`src/sv/mmc_pkg.sv`:
```
// ---------------------------------------------------------------------------
// mmc_pkg
// Shared constants, types and prefix tables of the mailbox message counter.
// ---------------------------------------------------------------------------
`default_nettype none

package mmc_pkg;

  localparam int LINE_CHUNK_DEF = 1024;

  localparam int FROM_LEN   = 5;
  localparam int STATUS_LEN = 8;
  localparam int IMAP_LEN   = 8;

  localparam logic [7:0] CHAR_NL = 8'h0A;
  localparam logic [7:0] CHAR_R  = 8'h52;

  // Summary of a chunk that ends on the current beat.
  typedef struct packed {
    logic close;
    logic blank;
    logic is_from;
    logic is_status;
    logic is_imap;
    logic r_seen;
  } chunk_close_t;

  // "From "
  function automatic logic [7:0] from_char(input logic [2:0] idx);
    logic [7:0] c;
    case (idx)
      3'd0:    c = 8'h46;
      3'd1:    c = 8'h72;
      3'd2:    c = 8'h6F;
      3'd3:    c = 8'h6D;
      default: c = 8'h20;
    endcase
    return c;
  endfunction

  // "Status: "
  function automatic logic [7:0] status_char(input logic [2:0] idx);
    logic [7:0] c;
    case (idx)
      3'd0:    c = 8'h53;
      3'd1:    c = 8'h74;
      3'd2:    c = 8'h61;
      3'd3:    c = 8'h74;
      3'd4:    c = 8'h75;
      3'd5:    c = 8'h73;
      3'd6:    c = 8'h3A;
      default: c = 8'h20;
    endcase
    return c;
  endfunction

  // "X-IMAP: "
  function automatic logic [7:0] imap_char(input logic [2:0] idx);
    logic [7:0] c;
    case (idx)
      3'd0:    c = 8'h58;
      3'd1:    c = 8'h2D;
      3'd2:    c = 8'h49;
      3'd3:    c = 8'h4D;
      3'd4:    c = 8'h41;
      3'd5:    c = 8'h50;
      3'd6:    c = 8'h3A;
      default: c = 8'h20;
    endcase
    return c;
  endfunction

endpackage

`default_nettype wire

```
`src/sv/mmc_chunk.sv`:
```
// ---------------------------------------------------------------------------
// mmc_chunk
// Cuts the byte stream into chunks and classifies each chunk as it closes.
// ---------------------------------------------------------------------------
`default_nettype none

module mmc_chunk
  import mmc_pkg::*;
#(
  parameter int LINE_CHUNK = LINE_CHUNK_DEF
) (
  input  wire logic         clk,
  input  wire logic         rst_n,
  input  wire logic         en,
  input  wire logic [7:0]   data_byte,
  input  wire logic         byte_present,
  input  wire logic         end_of_file,
  output chunk_close_t      chunk
);

  localparam int POS_W = $clog2(LINE_CHUNK);
  localparam logic [POS_W-1:0] LAST_POS = POS_W'(LINE_CHUNK - 2);

  logic [POS_W-1:0] pos_r, pos_nxt;
  logic             from_r, from_nxt;
  logic             status_r, status_nxt;
  logic             imap_r, imap_nxt;
  logic             rseen_r, rseen_nxt;
  logic             close;

  always_comb begin
    from_nxt   = from_r;
    status_nxt = status_r;
    imap_nxt   = imap_r;
    rseen_nxt  = rseen_r;
    pos_nxt    = pos_r + POS_W'(byte_present);
    if (byte_present) begin
      if (pos_r < POS_W'(FROM_LEN) && data_byte != from_char(pos_r[2:0]))
        from_nxt = 1'b0;
      if (pos_r < POS_W'(STATUS_LEN) && data_byte != status_char(pos_r[2:0]))
        status_nxt = 1'b0;
      if (pos_r < POS_W'(IMAP_LEN) && data_byte != imap_char(pos_r[2:0]))
        imap_nxt = 1'b0;
      if (data_byte == CHAR_R)
        rseen_nxt = 1'b1;
    end
  end

  // An end-of-file beat without a byte still closes a pending partial chunk.
  assign close = byte_present ?
                 (data_byte == CHAR_NL || pos_r == LAST_POS || end_of_file) :
                 (end_of_file && pos_r != '0);

  always_comb begin
    chunk.close     = close;
    chunk.blank     = byte_present && pos_r == '0 && data_byte == CHAR_NL;
    chunk.is_from   = from_nxt && pos_nxt >= POS_W'(FROM_LEN);
    chunk.is_status = status_nxt && pos_nxt >= POS_W'(STATUS_LEN);
    chunk.is_imap   = imap_nxt && pos_nxt >= POS_W'(IMAP_LEN);
    chunk.r_seen    = rseen_nxt;
  end

  always_ff @(posedge clk) begin
    if (!rst_n) begin
      pos_r    <= '0;
      from_r   <= 1'b1;
      status_r <= 1'b1;
      imap_r   <= 1'b1;
      rseen_r  <= 1'b0;
    end else if (en) begin
      if (close) begin
        pos_r    <= '0;
        from_r   <= 1'b1;
        status_r <= 1'b1;
        imap_r   <= 1'b1;
        rseen_r  <= 1'b0;
      end else begin
        pos_r    <= pos_nxt;
        from_r   <= from_nxt;
        status_r <= status_nxt;
        imap_r   <= imap_nxt;
        rseen_r  <= rseen_nxt;
      end
    end
  end

endmodule

`default_nettype wire

```
`src/sv/mmc_count.sv`:
```
// ---------------------------------------------------------------------------
// mmc_count
// Header tracking and message/read counters; forms the end-of-file result.
// ---------------------------------------------------------------------------
`default_nettype none

module mmc_count
  import mmc_pkg::*;
(
  input  wire logic          clk,
  input  wire logic          rst_n,
  input  wire logic          en,
  input  wire logic          end_of_file,
  input  wire chunk_close_t  chunk,
  output logic [15:0]        total_messages,
  output logic signed [16:0] unread_messages
);

  logic        in_header_r, in_header_nxt;
  logic        opens_r, opens_nxt;
  logic        pseudo_r, pseudo_nxt;
  logic [15:0] from_cnt_r, from_cnt_nxt;
  logic [15:0] read_cnt_r, read_cnt_nxt;
  logic [15:0] rd_adj;

  always_comb begin
    in_header_nxt = in_header_r;
    opens_nxt     = opens_r;
    pseudo_nxt    = pseudo_r;
    from_cnt_nxt  = from_cnt_r;
    read_cnt_nxt  = read_cnt_r;
    if (chunk.close) begin
      if (in_header_r && chunk.is_imap)
        pseudo_nxt = 1'b1;
      if (chunk.blank) begin
        if (in_header_r)
          in_header_nxt = 1'b0;
        else
          opens_nxt = 1'b1;
      end else if (chunk.is_from) begin
        if (opens_r)
          in_header_nxt = 1'b1;
        if ((opens_r || in_header_r) && from_cnt_r != 16'hFFFF)
          from_cnt_nxt = from_cnt_r + 16'd1;
      end else begin
        opens_nxt = 1'b0;
        if (in_header_r && chunk.is_status && chunk.r_seen && read_cnt_r != 16'hFFFF)
          read_cnt_nxt = read_cnt_r + 16'd1;
      end
    end
  end

  // The X-IMAP pseudo message takes one message and one read mark with it.
  always_comb begin
    total_messages = from_cnt_nxt;
    rd_adj         = read_cnt_nxt;
    if (from_cnt_nxt != '0 && pseudo_nxt) begin
      total_messages = from_cnt_nxt - 16'd1;
      if (read_cnt_nxt != '0)
        rd_adj = read_cnt_nxt - 16'd1;
    end
    unread_messages = $signed({1'b0, total_messages} - {1'b0, rd_adj});
  end

  always_ff @(posedge clk) begin
    if (!rst_n) begin
      in_header_r <= 1'b0;
      opens_r     <= 1'b1;
      pseudo_r    <= 1'b0;
      from_cnt_r  <= '0;
      read_cnt_r  <= '0;
    end else if (en) begin
      if (end_of_file) begin
        in_header_r <= 1'b0;
        opens_r     <= 1'b1;
        pseudo_r    <= 1'b0;
        from_cnt_r  <= '0;
        read_cnt_r  <= '0;
      end else begin
        in_header_r <= in_header_nxt;
        opens_r     <= opens_nxt;
        pseudo_r    <= pseudo_nxt;
        from_cnt_r  <= from_cnt_nxt;
        read_cnt_r  <= read_cnt_nxt;
      end
    end
  end

endmodule

`default_nettype wire

```
`src/sv/mbox_message_counter_unit.sv`:
```
// An accepted end-of-file beat lands in the input register; the result register
// loads its counts when that beat advances out of the input register.
// Throughput: one beat per cycle; only an end-of-file beat waits, and only while
// the result register still holds an untaken result.
// Reset (rst_n low, synchronous) clears all chunk and header state and counts;
// every end-of-file beat returns that state to the same reset values.
// ---------------------------------------------------------------------------
// mbox_message_counter_unit
// Counts total and unread messages of a mailbox streamed one byte per beat.
// ---------------------------------------------------------------------------
`default_nettype none

module mbox_message_counter_unit
  import mmc_pkg::*;
#(
  parameter int LINE_CHUNK = LINE_CHUNK_DEF
) (
  input  wire logic          clk,
  input  wire logic          rst_n,
  input  wire logic          in_valid,
  output logic               in_ready,
  input  wire logic [7:0]    in_data_byte,
  input  wire logic          in_byte_present,
  input  wire logic          in_end_of_file,
  output logic               out_valid,
  input  wire logic          out_ready,
  output logic [15:0]        out_total_messages,
  output logic signed [16:0] out_unread_messages
);

  logic               valid_r;
  logic [7:0]         byte_r;
  logic               present_r;
  logic               eof_r;
  logic               advance;
  chunk_close_t       chunk;
  logic [15:0]        total;
  logic signed [16:0] unread;
  logic               out_valid_r;
  logic [15:0]        total_r;
  logic signed [16:0] unread_r;

  // Only an end-of-file beat needs room in the result register.
  assign advance  = valid_r && (!eof_r || !out_valid_r || out_ready);
  assign in_ready = !valid_r || advance;

  always_ff @(posedge clk) begin
    if (!rst_n) begin
      valid_r <= 1'b0;
    end else if (in_ready) begin
      valid_r <= in_valid;
    end
  end

  always_ff @(posedge clk) begin
    if (in_ready && in_valid) begin
      byte_r    <= in_data_byte;
      present_r <= in_byte_present;
      eof_r     <= in_end_of_file;
    end
  end

  mmc_chunk #(
    .LINE_CHUNK (LINE_CHUNK)
  ) u_chunk (
    .clk          (clk),
    .rst_n        (rst_n),
    .en           (advance),
    .data_byte    (byte_r),
    .byte_present (present_r),
    .end_of_file  (eof_r),
    .chunk        (chunk)
  );

  mmc_count u_count (
    .clk             (clk),
    .rst_n           (rst_n),
    .en              (advance),
    .end_of_file     (eof_r),
    .chunk           (chunk),
    .total_messages  (total),
    .unread_messages (unread)
  );

  always_ff @(posedge clk) begin
    if (!rst_n) begin
      out_valid_r <= 1'b0;
    end else if (advance && eof_r) begin
      out_valid_r <= 1'b1;
    end else if (out_ready) begin
      out_valid_r <= 1'b0;
    end
  end

  always_ff @(posedge clk) begin
    if (advance && eof_r) begin
      total_r  <= total;
      unread_r <= unread;
    end
  end

  assign out_valid           = out_valid_r;
  assign out_total_messages  = total_r;
  assign out_unread_messages = unread_r;

endmodule

`default_nettype wire

```
`config.mk`:
```
export PLATFORM = sky130hd
export DESIGN_NAME = mbox_message_counter_unit
export DESIGN_NICKNAME = d
export VERILOG_FILES = /design/src/sv/mmc_pkg.sv /design/src/sv/mmc_chunk.sv /design/src/sv/mmc_count.sv /design/src/sv/mbox_message_counter_unit.sv
export SDC_FILE = /design/constraint.sdc
export NUM_CORES = 1
export LEC_CHECK = 0
export BUFFER_PORTS_ARGS = -buffer_cell sky130_fd_sc_hd__buf_4
export CORE_MARGIN = 2
export CORE_UTILIZATION = 55
export DETAILED_ROUTE_END_ITERATION = 10
export PLACE_DENSITY = 0.8
export SLEW_MARGIN = 20
export SYNTH_ARGS = -nofsm -noshare
export SYNTH_HDL_FRONTEND = slang
export SYNTH_HIERARCHICAL = 1
export SYNTH_SLANG_ARGS = --single-unit
```
`constraint.sdc`:
```
create_clock -name clk -period 11.48 [get_ports clk]
set_input_delay 2.296 -clock clk [delete_from_list [all_inputs] [get_ports clk]]
set_output_delay 2.296 -clock clk [all_outputs]
set_load 0.01 [all_outputs]
```
==> results.toml <==
[grt]
grtUsageTotal = 0.245
grt_pass1_wl_um = 28000
grt_pass1_vias = 5797
grt_max_degree = 54
antenna_found_initial = 0
overflow = 0

[route]
drt_wl_total_um = 16700
drt_iter0_drc = 658
vias = 6433
final_antenna_net_count = 0
routedWlPerCell_um = 16.2
routed_via_density = 6.22
firstDrtPassIters = 6
drc = 0

[layout]
final_cells = 1034
antenna_cells = 0
area.growth.synth_to_final_pct = 8.84
final_area_um2 = 7690
final_core_util = 0.612
final_cell_mix = "nor2_1, nand2_1, buf_4, dfxtp_1, a21oi_1"
final_common_cell = "nor2_1"
nets = 895
drive_above_1_share = 0.106

[clock_tree]
cts_resized = 0
cts_hold_buffers = 0
clock-sinks = 94
clockRootBuffer = "clkbuf_16"
cts_made_buffers = 9
cts.clk_slew.worst_paths_ns = 0.07
clock_latency_ns = 0.36
tritoncts = "done"
clock_path_buffers = 2
htreeDepth = 3
cts_setup_buffers = 0

[critical_path]
cp_data_required_time_ns = 11.58
r2r_slack_ns = 3.46
cp-start-kind = "flip-flop"
end_kind = "flip-flop"
cp_slowest_stage_delay_ns = 0.99
crit_fanout = 35
cp.arrival_ns = 8.12
cpMaxStageDelayCell = "dfxtp_1"
critPathKind = "reg2reg"

[timing]
worst_pin_slew_ns = 1.01
fin_crit_sh = 0.699
period_minus_slack_ns = 8.02
finalSetupTns_ns = 0
fin_worst_skew_ns = 0.00807
setup_viol = 0
max_freq_mhz = 125
rsz0062_at_grt = "no"
maxSlewViolCount = 0
slew_headroom = 0.325
finalHoldViolations = 0

[logic_synthesis]
syn_avg_cell_area_um2 = 8.27
ys_types = 80
synth-async-reset-ratio = 0
ys_ff_latch = 94
dominantRegCellSynth = "dfxtp_1"
synth_edf_count = 43
yosysWarnings = 6
synthCells = 854
yosysSeqAreaShare = 0.327
synth_nets = 892
syn-cell-area_um2 = 7060

[floorplanning]
coreArea_um2 = 12600
die_w_um = 117
die_y_um = 117
io_pins = 49
rows = 41
initial_core_util = 0.562
dieArea_um2 = 13800

[power]
p_leak_nw = 2.78
powerDensity_nw_per_um2 = 91.4
ir_drop_mv = 0.0860
finalPower_w = 0.000703

[status]
status = "completed"

[placed_design]
dpl_cell_area_um2 = 7400
dp_hpwl_um = 11900
dp_cells = 1018
numPortBuffers = 48
gp_congestion = 0.944

[hold_path]
hp-class = "reg2reg"

[job]
cap_violations = 0
[cells by family after synthesis]
family / Yosys count / share of synthesized area
AO/OA/AOI/OAI: 205 / 0.190
XOR/XNOR: 63 / 0.0781
adder cells (fa/ha/maj): 24 / 0.0436
buffers and inverters: 86 / 0.0523
flip-flops: 94 / 0.327
multiplexers: 7 / 0.0101
AND/OR/NAND/NOR: 375 / 0.299
[final cells by class]
type	instances	area (um2)
clock buffers	13	240
clock inverters	3	45.0
fillers	1107	4880
inverters	27	101
multi-input cells	674	4390
flip-flops and latches	94	2310
well taps	172	215
repair buffers	51	383
[per-layer routing]
metal / wire length [um] / vias up / track usage / share of wire
met3: 1060 / 43 / 0.0472 / 0.063
met4: 458 / 0 / 0.0994 / 0.027
met5: 0 / - / 0 / 0
li1: - / 3143 / - / -
met1: 7370 / 2992 / 0.321 / 0.44
met2: 7830 / 255 / 0.397 / 0.47
[cell usage after synthesis, types with 15 or more instances]
| cell type | instances | area [um2] |
|---|---|---|
| a22oi_1 | 15 | 113 |
| nand3_1 | 35 | 175 |
| and3_1 | 21 | 131 |
| inv_1 | 25 | 93.8 |
| ha_1 | 23 | 288 |
| nor2_1 | 67 | 251 |
| dfxtp_1 | 51 | 1020 |
| o21ai_0 | 42 | 210 |
| a21oi_1 | 50 | 250 |
| edfxtp_1 | 43 | 1290 |
| xor2_1 | 21 | 184 |
| nand4_1 | 24 | 150 |
| clkbuf_1 | 35 | 131 |
| nor3_1 | 32 | 160 |
| buf_2 | 18 | 90.1 |
| nor2b_1 | 36 | 225 |
| xnor2_1 | 42 | 368 |
| nor4_1 | 17 | 106 |
| nand2_1 | 58 | 218 |
[registers in the layout, indices dropped and copies added (netlist names)]
register / cells
byte_r: 8
eof_r: 1
out_total_messages: 16
out_unread_messages: 17
out_valid: 1
present_r: 1
u_chunk/from_r: 1
u_chunk/imap_r: 1
u_chunk/pos_r: 10
u_chunk/rseen_r: 1
u_chunk/status_r: 1
u_count/from_cnt_r: 16
u_count/in_header_r: 1
u_count/opens_r: 1
u_count/pseudo_r: 1
u_count/read_cnt_r: 16
valid_r: 1
[worst max-delay path, delay by kind of cell (launching register included)]
family	cells	cell delay (ns)
fa+ha+maj	2	0.49
mux	3	1.03
xor+xnor	1	0.09
simple gates	6	1.45
compound gates	13	3.67
buf+inv	1	0.04
flops	1	0.99
[stage by stage]
| stage | hold WS [ns] | worst slack, ns |
|---|---|---|
| floorplan | 0.426 | 5.21 |
| global placement | 0.449 | 4.04 |
| detailed placement | 0.449 | 3.71 |
| CTS | 0.471 | 3.58 |
| global route | 0.499 | 2.60 |
| finish | 0.474 | 3.46 |
[worst paths after layout]
| check | startpoint | end | cells after the start |
|---|---|---|---|
| hold reg to reg | u_chunk/rseen_r | u_chunk/rseen_r | 2 |
| hold / removal | u_chunk/rseen_r | u_chunk/rseen_r | 2 |
| setup / recovery | u_chunk/pos_r[2] | out_unread_messages[15] | 26 |
| setup reg to reg | u_chunk/pos_r[2] | out_unread_messages[15] | 26 |
[report_power, final]
| part | internal, W | leakage [nW] | switching [W] | total [W] |
|---|---|---|---|---|
| registers | 0.000355 | 0.822 | 0.00000674 | 0.000362 |
| logic | 0.0000173 | 1.83 | 0.0000254 | 0.0000427 |
| clock network | 0.000169 | 0.130 | 0.000129 | 0.000298 |
(Power assumes the default switching activity.)
